<file path="src/sv/lbpe_pkg.sv">
// ----------------------------------------------------------------------------
// LED blink pattern engine package
// Shared constants, codes, the blink word table and the control structs.
// ----------------------------------------------------------------------------
package lbpe_pkg;

  localparam int SLOT_COUNT  = 8;
  localparam int SLOT_W      = (SLOT_COUNT > 1) ? $clog2(SLOT_COUNT) : 1;
  localparam int MAX_RESULTS = 16;
  localparam int RES_CNT_W   = $clog2(MAX_RESULTS + 1);

  typedef enum logic [1:0] {
    MODE_TICK  = 2'd0,
    MODE_START = 2'd1,
    MODE_STOP  = 2'd2,
    MODE_NONE  = 2'd3
  } mode_t;

  localparam logic [2:0] SEL_OFF = 3'd0;
  localparam logic [2:0] SEL_ON  = 3'd1;

  function automatic logic [15:0] blink_word(input logic [2:0] sel);
    logic [15:0] word;
    case (sel)
      3'd2:    word = 16'h2121;
      3'd3:    word = 16'h2424;
      3'd4:    word = 16'h1F23;
      3'd5:    word = 16'h1F42;
      3'd6:    word = 16'h1F62;
      3'd7:    word = 16'h2D2D;
      default: word = 16'h0000;
    endcase
    return word;
  endfunction

  typedef struct packed {
    logic              idle;
    logic              scan;
    logic              stop_wr;
    logic              sel_wr;
    logic              tick_a;
    logic              tick_b;
    logic              flush;
    logic [SLOT_W-1:0] idx;
  } cmd_t;

  typedef struct packed {
    logic  in_valid;
    logic  stall;
    logic  twice;
    mode_t mode;
  } status_t;

endpackage

</file>
<file path="src/sv/lbpe_if.sv">
// ----------------------------------------------------------------------------
// LED blink pattern engine channels
// Valid/ready channels for input items, pin writes and the polarity register.
// ----------------------------------------------------------------------------
interface lbpe_item_if;
  logic       valid;
  logic       ready;
  logic [1:0] mode;
  logic [7:0] pin;
  logic [2:0] pattern_select;

  modport source(output valid, output mode, output pin, output pattern_select, input ready);
  modport sink(input valid, input mode, input pin, input pattern_select, output ready);
endinterface

interface lbpe_result_if;
  logic       valid;
  logic       ready;
  logic [7:0] write_pin;
  logic       pin_level;
  logic       last;

  modport source(output valid, output write_pin, output pin_level, output last, input ready);
  modport sink(input valid, input write_pin, input pin_level, input last, output ready);
endinterface

interface lbpe_cfg_if;
  logic valid;
  logic ready;
  logic data;

  modport source(output valid, output data, input ready);
  modport sink(input valid, input data, output ready);
endinterface

</file>
<file path="src/sv/lbpe_ctrl.sv">
// ----------------------------------------------------------------------------
// LED blink pattern engine controller
// Sequences the slot walk, the pin writes and the final flush for each item.
// ----------------------------------------------------------------------------
module lbpe_ctrl (
  input  logic              clk,
  input  logic              rst,
  input  lbpe_pkg::status_t status,
  output lbpe_pkg::cmd_t    cmd
);

  typedef enum logic [7:0] {
    S_IDLE     = 8'b0000_0001,
    S_DISPATCH = 8'b0000_0010,
    S_SCAN     = 8'b0000_0100,
    S_STOP_WR  = 8'b0000_1000,
    S_SEL_WR   = 8'b0001_0000,
    S_TICK_A   = 8'b0010_0000,
    S_TICK_B   = 8'b0100_0000,
    S_FLUSH    = 8'b1000_0000
  } state_t;

  localparam logic [lbpe_pkg::SLOT_W-1:0] LAST_IDX =
    lbpe_pkg::SLOT_W'(lbpe_pkg::SLOT_COUNT - 1);

  state_t                      state;
  state_t                      state_next;
  logic [lbpe_pkg::SLOT_W-1:0] idx;
  logic [lbpe_pkg::SLOT_W-1:0] idx_next;
  logic                        idx_last;

  assign idx_last = (idx == LAST_IDX);

  always_comb begin
    state_next = state;
    idx_next   = idx;
    cmd        = '0;
    cmd.idx    = idx;
    unique case (state)
      S_IDLE: begin
        cmd.idle = 1'b1;
        if (status.in_valid) begin
          state_next = S_DISPATCH;
        end
      end
      S_DISPATCH: begin
        idx_next = '0;
        unique case (status.mode) inside
          lbpe_pkg::MODE_TICK:  state_next = S_TICK_A;
          lbpe_pkg::MODE_START,
          lbpe_pkg::MODE_STOP:  state_next = S_SCAN;
          default:              state_next = S_FLUSH;
        endcase
      end
      S_SCAN: begin
        cmd.scan = 1'b1;
        if (idx_last) begin
          state_next = S_STOP_WR;
        end else begin
          idx_next = idx + 1'b1;
        end
      end
      S_STOP_WR: begin
        cmd.stop_wr = 1'b1;
        if (!status.stall) begin
          state_next = S_SEL_WR;
        end
      end
      S_SEL_WR: begin
        cmd.sel_wr = 1'b1;
        if (!status.stall) begin
          state_next = S_FLUSH;
        end
      end
      S_TICK_A: begin
        cmd.tick_a = 1'b1;
        if (!status.stall) begin
          if (status.twice) begin
            state_next = S_TICK_B;
          end else if (idx_last) begin
            state_next = S_FLUSH;
          end else begin
            idx_next = idx + 1'b1;
          end
        end
      end
      S_TICK_B: begin
        cmd.tick_b = 1'b1;
        if (!status.stall) begin
          if (idx_last) begin
            state_next = S_FLUSH;
          end else begin
            idx_next   = idx + 1'b1;
            state_next = S_TICK_A;
          end
        end
      end
      S_FLUSH: begin
        cmd.flush = 1'b1;
        if (!status.stall) begin
          state_next = S_IDLE;
        end
      end
      default: begin
        state_next = S_IDLE;
      end
    endcase
  end

  always_ff @(posedge clk) begin
    if (rst) begin
      state <= S_IDLE;
      idx   <= '0;
    end else begin
      state <= state_next;
      idx   <= idx_next;
    end
  end

endmodule

</file>
<file path="src/sv/lbpe_datapath.sv">
// ----------------------------------------------------------------------------
// LED blink pattern engine datapath
// Slot table, per-slot update logic, polarity register and the write queue.
// ----------------------------------------------------------------------------
module lbpe_datapath (
  input  logic              clk,
  input  logic              rst,
  input  lbpe_pkg::cmd_t    cmd,
  output lbpe_pkg::status_t status,
  lbpe_item_if.sink         item,
  lbpe_result_if.source     result,
  lbpe_cfg_if.sink          cfg
);

  logic [7:0]  slot_pin     [lbpe_pkg::SLOT_COUNT];
  logic [15:0] slot_pattern [lbpe_pkg::SLOT_COUNT];
  logic [7:0]  slot_count   [lbpe_pkg::SLOT_COUNT];

  logic                           active_high;
  lbpe_pkg::mode_t                item_mode;
  logic [7:0]                     item_pin;
  logic [2:0]                     item_sel;
  logic                           found;
  logic                           free_found;
  logic [lbpe_pkg::SLOT_W-1:0]    free_idx;
  logic [lbpe_pkg::RES_CNT_W-1:0] res_cnt;
  logic                           pend_valid;
  logic [7:0]                     pend_pin;
  logic                           pend_level;
  logic                           out_valid;
  logic [7:0]                     out_pin;
  logic                           out_level;
  logic                           out_last;

  logic        accept;
  logic [7:0]  cur_pin;
  logic [15:0] cur_pat;
  logic [7:0]  cur_cnt;
  logic [7:0]  cnt_inc;
  logic [7:0]  cnt_wrap;
  logic        low_hit;
  logic        high_hit;
  logic        slot_busy;
  logic        scan_hit;
  logic        scan_free;
  logic        blink_sel;
  logic        fill;
  logic        tick_upd;
  logic [7:0]  tick_cnt;
  logic [15:0] tick_pat;
  logic        push_req;
  logic        push_lit;
  logic [7:0]  push_pin;
  logic        push_level;
  logic        push_ok;
  logic        push_do;
  logic        flush_ok;
  logic        stall;
  logic        res_room;
  logic        out_load;

  assign item.ready   = cmd.idle;
  assign accept       = item.valid && item.ready;
  assign cfg.ready    = 1'b1;

  assign result.valid     = out_valid;
  assign result.write_pin = out_pin;
  assign result.pin_level = out_level;
  assign result.last      = out_last;

  assign cur_pin   = slot_pin[cmd.idx];
  assign cur_pat   = slot_pattern[cmd.idx];
  assign cur_cnt   = slot_count[cmd.idx];
  assign cnt_inc   = cur_cnt + 8'd1;
  assign cnt_wrap  = {cnt_inc[7:4] + 4'd1, 4'd0};
  assign low_hit   = (cnt_inc[3:0] == cur_pat[3:0]);
  assign high_hit  = (cnt_wrap[7:4] == cur_pat[7:4]);
  assign slot_busy = (cur_pin != 8'd0);

  assign scan_hit  = cmd.scan && (cur_pin == item_pin);
  assign scan_free = scan_hit || (cur_pin == 8'd0);
  assign blink_sel = (item_sel != lbpe_pkg::SEL_OFF) && (item_sel != lbpe_pkg::SEL_ON);
  assign fill      = cmd.sel_wr && (item_mode == lbpe_pkg::MODE_START) && blink_sel
                     && free_found;
  assign tick_upd  = cmd.tick_a && !stall && slot_busy;

  always_comb begin
    tick_cnt = cnt_inc;
    tick_pat = cur_pat;
    if (low_hit) begin
      if (high_hit) begin
        tick_cnt = 8'd0;
        tick_pat = {cur_pat[7:0], cur_pat[15:8]};
      end else begin
        tick_cnt = cnt_wrap;
      end
    end
  end

  always_comb begin
    push_req = 1'b0;
    push_lit = 1'b0;
    push_pin = item_pin;
    if (cmd.tick_a) begin
      push_req = slot_busy && low_hit;
      push_lit = cnt_wrap[4];
      push_pin = cur_pin;
    end else if (cmd.tick_b) begin
      push_req = 1'b1;
      push_pin = cur_pin;
    end else if (cmd.stop_wr) begin
      push_req = (item_mode == lbpe_pkg::MODE_STOP) || found;
    end else if (cmd.sel_wr) begin
      push_req = (item_mode == lbpe_pkg::MODE_START) && !blink_sel;
      push_lit = (item_sel == lbpe_pkg::SEL_ON);
    end
  end

  assign push_level = push_lit ? active_high : ~active_high;
  assign flush_ok   = !out_valid || result.ready;
  assign push_ok    = !pend_valid || flush_ok;
  assign push_do    = push_req && push_ok;
  assign stall      = (push_req && !push_ok) || (cmd.flush && pend_valid && !flush_ok);
  assign res_room   = (res_cnt < lbpe_pkg::RES_CNT_W'(lbpe_pkg::MAX_RESULTS));
  assign out_load   = pend_valid && ((push_do && res_room) || (cmd.flush && flush_ok));

  assign status.in_valid = item.valid;
  assign status.stall    = stall;
  assign status.twice    = slot_busy && low_hit && high_hit;
  assign status.mode     = item_mode;

  always_ff @(posedge clk) begin
    if (rst) begin
      for (int i = 0; i < lbpe_pkg::SLOT_COUNT; i++) begin
        slot_pin[i] <= 8'd0;
      end
    end else if (scan_hit) begin
      slot_pin[cmd.idx] <= 8'd0;
    end else if (fill) begin
      slot_pin[free_idx] <= item_pin;
    end
  end

  always_ff @(posedge clk) begin
    if (scan_hit) begin
      slot_pattern[cmd.idx] <= 16'd0;
      slot_count[cmd.idx]   <= 8'd0;
    end else if (fill) begin
      slot_pattern[free_idx] <= lbpe_pkg::blink_word(item_sel);
      slot_count[free_idx]   <= 8'd0;
    end else if (tick_upd) begin
      slot_pattern[cmd.idx] <= tick_pat;
      slot_count[cmd.idx]   <= tick_cnt;
    end
  end

  always_ff @(posedge clk) begin
    if (rst) begin
      active_high <= 1'b0;
    end else if (cfg.valid && cfg.ready) begin
      active_high <= cfg.data;
    end
  end

  always_ff @(posedge clk) begin
    if (rst) begin
      item_mode  <= lbpe_pkg::MODE_NONE;
      found      <= 1'b0;
      free_found <= 1'b0;
      free_idx   <= '0;
    end else if (accept) begin
      item_mode  <= lbpe_pkg::mode_t'(item.mode);
      found      <= 1'b0;
      free_found <= 1'b0;
    end else if (cmd.scan) begin
      if (scan_hit) begin
        found <= 1'b1;
      end
      if (scan_free && !free_found) begin
        free_found <= 1'b1;
        free_idx   <= cmd.idx;
      end
    end
  end

  always_ff @(posedge clk) begin
    if (accept) begin
      item_pin <= item.pin;
      item_sel <= item.pattern_select;
    end
  end

  always_ff @(posedge clk) begin
    if (rst) begin
      out_valid <= 1'b0;
    end else if (out_load) begin
      out_valid <= 1'b1;
    end else if (out_valid && result.ready) begin
      out_valid <= 1'b0;
    end
  end

  always_ff @(posedge clk) begin
    if (rst) begin
      pend_valid <= 1'b0;
      res_cnt    <= '0;
    end else begin
      if (accept) begin
        res_cnt <= '0;
      end else if (push_do && res_room) begin
        if (pend_valid) begin
          out_pin   <= pend_pin;
          out_level <= pend_level;
          out_last  <= 1'b0;
        end
        pend_valid <= 1'b1;
        pend_pin   <= push_pin;
        pend_level <= push_level;
        res_cnt    <= res_cnt + 1'b1;
      end else if (cmd.flush && pend_valid && flush_ok) begin
        out_pin    <= pend_pin;
        out_level  <= pend_level;
        out_last   <= 1'b1;
        pend_valid <= 1'b0;
      end
    end
  end

endmodule

</file>
<file path="src/sv/led_blink_pattern_engine.sv">
// ----------------------------------------------------------------------------
// LED blink pattern engine
// Keeps a table of blink slots and turns start, stop and tick items into pin
// writes with the configured output polarity.
// ----------------------------------------------------------------------------
// The item channel carries mode, pin and pattern_select; one transfer is one
// command. The result channel carries one pin write per transfer, and last
// marks the final write caused by an item. An item that causes no write gives
// no result transfer. The cfg channel sets the polarity bit and is always
// ready; write it only while the block is idle (not enforced by the block).
// Each item is decoded, then the slot table is walked one slot per cycle unless
// a stalled receiver holds a tick walk, and a final flush step releases the
// last write. A start or stop walks the slots and then passes its stop-write and
// select-write steps; a tick updates each slot, with an extra write step for
// each slot that ends its pattern period. An unused mode skips the walk.
// The single slot-table read port sets this pace.
// Writes pass through a one-entry holding stage and an output register, so
// a stalled receiver holds the walk only when both are full; the next item is
// accepted while the last write still waits in the output register.
// Reset empties every slot, clears the polarity bit and drops pending writes.
// ----------------------------------------------------------------------------
module led_blink_pattern_engine (
  input  logic          clk,
  input  logic          rst,
  lbpe_item_if.sink     item,
  lbpe_result_if.source result,
  lbpe_cfg_if.sink      cfg
);

  lbpe_pkg::cmd_t    cmd;
  lbpe_pkg::status_t status;

  lbpe_ctrl u_ctrl (
    .clk    (clk),
    .rst    (rst),
    .status (status),
    .cmd    (cmd)
  );

  lbpe_datapath u_datapath (
    .clk    (clk),
    .rst    (rst),
    .cmd    (cmd),
    .status (status),
    .item   (item),
    .result (result),
    .cfg    (cfg)
  );

endmodule
</file>
<file path="src/flat_wrapper.sv">
// flat-port wrapper written by rule: the top's interface ports become plain ports
module led_blink_pattern_engine_flat 
  (clk, rst, item_valid, item_mode, item_pin, item_pattern_select, item_ready, result_valid, result_write_pin, result_pin_level, result_last, result_ready, cfg_valid, cfg_data, cfg_ready);
  lbpe_item_if item_i ();
  lbpe_result_if result_i ();
  lbpe_cfg_if cfg_i ();
  input  logic clk;
  input  logic rst;
  input wire logic [$bits(item_i.valid)-1:0] item_valid;
  input wire logic [$bits(item_i.mode)-1:0] item_mode;
  input wire logic [$bits(item_i.pin)-1:0] item_pin;
  input wire logic [$bits(item_i.pattern_select)-1:0] item_pattern_select;
  output wire logic [$bits(item_i.ready)-1:0] item_ready;
  output wire logic [$bits(result_i.valid)-1:0] result_valid;
  output wire logic [$bits(result_i.write_pin)-1:0] result_write_pin;
  output wire logic [$bits(result_i.pin_level)-1:0] result_pin_level;
  output wire logic [$bits(result_i.last)-1:0] result_last;
  input wire logic [$bits(result_i.ready)-1:0] result_ready;
  input wire logic [$bits(cfg_i.valid)-1:0] cfg_valid;
  input wire logic [$bits(cfg_i.data)-1:0] cfg_data;
  output wire logic [$bits(cfg_i.ready)-1:0] cfg_ready;
  assign item_i.valid = item_valid;
  assign item_i.mode = item_mode;
  assign item_i.pin = item_pin;
  assign item_i.pattern_select = item_pattern_select;
  assign item_ready = item_i.ready;
  assign result_valid = result_i.valid;
  assign result_write_pin = result_i.write_pin;
  assign result_pin_level = result_i.pin_level;
  assign result_last = result_i.last;
  assign result_i.ready = result_ready;
  assign cfg_i.valid = cfg_valid;
  assign cfg_i.data = cfg_data;
  assign cfg_ready = cfg_i.ready;
  led_blink_pattern_engine u_core (.clk(clk), .rst(rst), .item(item_i), .result(result_i), .cfg(cfg_i));
endmodule
</file>
<file path="config.mk">
export PLATFORM = sky130hd
export DESIGN_NAME = led_blink_pattern_engine_flat
export DESIGN_NICKNAME = d
export VERILOG_FILES = /design/src/sv/lbpe_pkg.sv /design/src/sv/lbpe_if.sv /design/src/sv/lbpe_ctrl.sv /design/src/sv/lbpe_datapath.sv /design/src/sv/led_blink_pattern_engine.sv /design/src/flat_wrapper.sv
export SDC_FILE = /design/constraint.sdc
export NUM_CORES = 1
export LEC_CHECK = 0
export ABC_CLOCK_PERIOD_IN_PS = 6100
export BUFFER_PORTS_ARGS = -buffer_cell sky130_fd_sc_hd__buf_2
export CAP_MARGIN = 20
export CELL_PAD_IN_SITES_DETAIL_PLACEMENT = 0
export CELL_PAD_IN_SITES_GLOBAL_PLACEMENT = 1
export CORE_ASPECT_RATIO = 0.6
export CORE_MARGIN = 2
export CORE_UTILIZATION = 53
export CTS_CLUSTER_DIAMETER = 80
export CTS_CLUSTER_SIZE = 30
export DETAILED_ROUTE_END_ITERATION = 7
export PLACE_DENSITY = 0.87
export SLEW_MARGIN = 20
export SYNTH_ARGS = -nofsm -noshare
export SYNTH_HDL_FRONTEND = slang
export SYNTH_SLANG_ARGS = --single-unit
</file>
<file path="constraint.sdc">
create_clock -name clk -period 6.1 [get_ports clk]
set_clock_uncertainty 0.05 [all_clocks]
set_input_delay 0.305 -clock clk [delete_from_list [all_inputs] [get_ports clk]]
set_output_delay 0.305 -clock clk [all_outputs]
set_load 0.005 [all_outputs]
</file>
==> results.md <==
- Outcome: complete, no violations
- Number of synthesized flops with an enable pin: 286
- Layout cell share with drive strength beyond 1: 17.4%
- Class of the tightest hold or removal check: input port to register
- Commonest register cell after synthesis: sky130_fd_sc_hd__edfxtp_1
- Detailed-route via count: 8,192
- Half-perimeter wire length after detailed placement: 21.5 mm
- Worst Slack Setup Final: 1.09 ns
- Number of antenna-violating nets in the routed design: 0
- Worst-Skew Late Latency: 0.51 ns
- Period Utilization, post-route: 82.1%
- Met3 wire length: 3.27 mm
- Proportion of register bits with asynchronous set or reset after synthesis: 0%
- Maximum number of pins on one net before global-route repair: 47
- Maximum count of clock buffers along a single path: 3
- CP Data Arrival Time: 5.18 ns
- Clock tree from TritonCTS: built
- Post-cts repair resize count: 0
- Max-cap viol count: 0
- Root buffer cell: sky130_fd_sc_hd__clkbuf_16
- Die extent in y: 129 um
- Time the worst path needs with I/O delays and setup: 5.01 ns
- Net Sw Power: 0.000943 W
- H-Tree Depth: 1
- Total negative slack for setup checks: 0 ns
- CP max FO: 18
- Detailed-routing iteration count for the pre-antenna-repair pass: 6
- Layout net count: 962
- Port-buffer cells: 30
- Cell family with most CP delay: simple AND/OR/NAND/NOR gates
- Clock group share of total power: 28.4%
- Warning count from the yosys run: 0
- Met2 routed WL: 12.5 mm
- Wirelength per Cell: 24.0 um
- Switching power share of the total: 23.8%
- Total global-route track usage: 23.1%
- Die Wd: 213 um
- Most used cell along the critical path: sky130_fd_sc_hd__buf_4
- Number of violations reported at the end of detailed-routing iteration 0: 1,091
- Synthesized cell area: 13,900 sq um
- Part of the total power dissipated in combinational logic: 9.1%
- Minimum hold slack: 0.202 ns
- Required time of the critical path: 6.27 ns
- Worst Setup Path Type: register to register
- Post-synthesis instance total: 895
- Overflow left after global routing: 0
- Pins Over Slew Limit: 0
- Ant. Diodes: 0
- Fraction of synthesized cell area taken by the top area cell type: 61.9%
- Internal portion of total power: 0.00303 W
- Full die area: 27,500 sq um
- Post-detailed-route DRC marker count: 0
- Cell chain of the critical path: mux4_1 -> mux2i_1 -> inv_1 -> ha_1 -> xnor2_4 -> xor2_2 -> nand4_1 -> o211ai_1 -> buf_4 -> nand2_1 -> a22oi_1 -> nor2_2 -> buf_4
- Critical Path Max Stage Delay: 0.87 ns
- Standard-cell rows: 45
- Count leader, synth: sky130_fd_sc_hd__edfxtp_1
- Worst-path cell with the longest stage delay: sky130_fd_sc_hd__nor2_2
- Final weighted congestion of routability-driven global placement: 0.905
- Initial Utilization: 54.4%
- Library cell occupying the most area in the post-synthesis netlist: sky130_fd_sc_hd__edfxtp_1
- Worst rel slew slack: 21.5%
- WP buf/inv: 3
- Wire length of the first global-routing pass: 46.9 mm
- Total of endpoints with negative setup slack in the final report: 0
- Clock-pin transition on the worst setup and hold timing paths: 0.12 ns
- Register bit total from synthesis: 315
- Area added between synthesis and finish: 8.05%
- Number of nets produced by synthesis: 922
- Mean number of vias per cell: 6.33
- Fraction of the yosys area taken by sequential cells: 66.1%
- Top cells by instance count after synthesis: 286 x sky130_fd_sc_hd__edfxtp_1, 102 x sky130_fd_sc_hd__nor2_1, 59 x sky130_fd_sc_hd__nand2_1
- Max Fclk: 0.200 GHz
- Final hold violations: 0
- Antenna violations before repair: 0
- Worst voltage drop across the vdd grid: 0.000249 V
- Unrepaired setup endpoints after global routing: no
- Number of standard cells in the final layout excluding fillers: 1,295
- Standard cell core area: 25,500 sq um
- Nature of the critical path startpoint: register
- Most area-consuming cells after synthesis: sky130_fd_sc_hd__edfxtp_1 62%, sky130_fd_sc_hd__mux4_2 9.3%, sky130_fd_sc_hd__dfxtp_1 4.2%, sky130_fd_sc_hd__nor2_1 2.8%, sky130_fd_sc_hd__mux2i_1 2.6%
- Post-route core utilization: 58.8%
- Routed Wire Length: 31.1 mm
- Clk sink count: 315
- Cell count after placement: 1,255
- Via count of the first global-routing pass: 7,556
- Count of unique library cells instantiated by Yosys: 68
- Sequential fraction of design power: 62.5%
- LEAKAGE: 4.61 nW
- Average cell area after synthesis: 15.5 sq um
- Placement Setup Slack: 1.14 ns
- Worst Max-Slew Pin Slew: 1.16 ns
- Category of the worst setup path capture point: register
- Highest routed layer: met4
- Number of ports placed on the die boundary: 32
- DRT met1 WL: 14.9 mm
- CTS Buf Count: 14
- Cell Pwr Density: 265 nW/um^2
layout by cell type, fill, tap and decap left out, types with 3 or more instances in the layout:
cell type and count:
sky130_fd_sc_hd__nor3b_1 5, sky130_fd_sc_hd__buf_4 18, sky130_fd_sc_hd__mux4_2 57, sky130_fd_sc_hd__nand2_1 59
sky130_fd_sc_hd__dfxtp_1 26, sky130_fd_sc_hd__or4_1 10, sky130_fd_sc_hd__nand3b_1 10, sky130_fd_sc_hd__edfxtp_1 286
sky130_fd_sc_hd__clkbuf_16 15, sky130_fd_sc_hd__nor3_1 19, sky130_fd_sc_hd__mux2_2 18, sky130_fd_sc_hd__a21oi_1 18
sky130_fd_sc_hd__o21ai_0 25, sky130_fd_sc_hd__nor2_1 94, sky130_fd_sc_hd__or2_2 3, sky130_fd_sc_hd__mux2i_1 36
sky130_fd_sc_hd__nand3_1 11, sky130_fd_sc_hd__nor4_1 17, sky130_fd_sc_hd__a31oi_1 5, sky130_fd_sc_hd__dlygate4sd3_1 16
sky130_fd_sc_hd__o22ai_1 7, sky130_fd_sc_hd__ha_1 8, sky130_fd_sc_hd__xnor2_1 27, sky130_fd_sc_hd__o211ai_1 7
sky130_fd_sc_hd__nand4_1 6, sky130_fd_sc_hd__nor2_2 8, sky130_fd_sc_hd__clkbuf_1 8, sky130_fd_sc_hd__and2_1 4
sky130_fd_sc_hd__xor2_1 4, sky130_fd_sc_hd__nand2b_1 9, sky130_fd_sc_hd__inv_1 15, sky130_fd_sc_hd__buf_2 30
sky130_fd_sc_hd__mux4_1 8, sky130_fd_sc_hd__or3_1 5, sky130_fd_sc_hd__and4_1 3
power by group through the flow:
stage,clock [W],combinational (W),sequential [W]
floorplan,0,0.000261,0.00250
global placement,0,0.000338,0.00253
detailed placement,0,0.000347,0.00253
CTS,0.00114,0.000358,0.00248
global route,0.00121,0.000406,0.00249
finish,0.00113,0.000360,0.00248
through the flow:
step	total power, W	instance area [sq um]
floorplan	0.00276	13900
global placement	0.00286	14400
detailed placement	0.00288	14400
CTS	0.00398	15000
global route	0.00410	15000
finish	0.00397	15000
final timing paths:
check | startpoint | depth (start not counted) | slack [ns] | to
worst min-delay path | rst | 2 | 0.20 | u_core.u_datapath.free_idx[0]
worst min register to register | u_core.u_datapath.pend_pin[0] | 0 | 0.38 | u_core.u_datapath.result.write_pin[0]
worst max register to register | register | 13 | 1.09 | u_core.u_datapath.slot_count[6][1]
worst max-delay path | register | 13 | 1.09 | u_core.u_datapath.slot_count[6][1]
repair_timing:
item | 4_1_cts | 5_1_grt
hold buffers | 16 | 0
endpoints found under the hold margin | 15 | 0
setup buffers | 0 | 0
worst reg2reg max path: stages, from the launching register on:
cell and delay (ns):
sky130_fd_sc_hd__dfxtp_4 0.50, sky130_fd_sc_hd__mux4_1 0.60, sky130_fd_sc_hd__mux2i_1 0.52, sky130_fd_sc_hd__inv_1 0.18, sky130_fd_sc_hd__ha_1 0.33, sky130_fd_sc_hd__xnor2_4 0.18
sky130_fd_sc_hd__xor2_2 0.15, sky130_fd_sc_hd__nand4_1 0.27, sky130_fd_sc_hd__o211ai_1 0.16, sky130_fd_sc_hd__buf_4 0.25, sky130_fd_sc_hd__nand2_1 0.10, sky130_fd_sc_hd__a22oi_1 0.18
sky130_fd_sc_hd__nor2_2 0.87, sky130_fd_sc_hd__buf_4 0.37
layer usage:
metal | track usage [%] | up-vias
li1 | - | 3561
met1 | 39.0 | 4172
met2 | 30.7 | 424
met3 | 5.48 | 35
met4 | 3.13 | 0
met5 | 0 | -
logic make-up after synthesis:
kind of cell	count (synthesis)	synth area share, %
buffers and inverters	57	2.16
muxes	121	15.0
and+or+nand+nor	272	9.51
xor gates and xnor gates	34	2.44
DFF	315	66.1
AOI/OAI and AO/OA	87	4.01
adders and majority gates	8	0.722
other	1	0.0270
state kept, by name, summed over array words and instances, names as in the netlist, 2 cells and up, named ones only:
name / cells
u_core.u_datapath.item_mode: 2
u_core.u_datapath.free_idx: 3
u_core.u_ctrl.state: 8
u_core.u_datapath.slot_pattern: 128
u_core.u_datapath.item_sel: 3
u_core.u_datapath.slot_count: 64
u_core.u_datapath.res_cnt: 5
u_core.u_datapath.item_pin: 8
u_core.u_datapath.slot_pin: 64
u_core.u_ctrl.idx: 3
u_core.u_datapath.result.write_pin: 8
u_core.u_datapath.pend_pin: 8
final cells by class:
| cell class | count | area (sq um) |
|---|---|---|
| clock buffer | 23 | 405 |
| clock inverter | 1 | 16.3 |
| fill | 1935 | 10500 |
| inverter | 16 | 60.1 |
| multi-input combinational | 523 | 4430 |
| sequential | 315 | 9180 |
| tap | 352 | 440 |
| timing repair buffer | 65 | 465 |
Power figures use the tool's default switching activity.
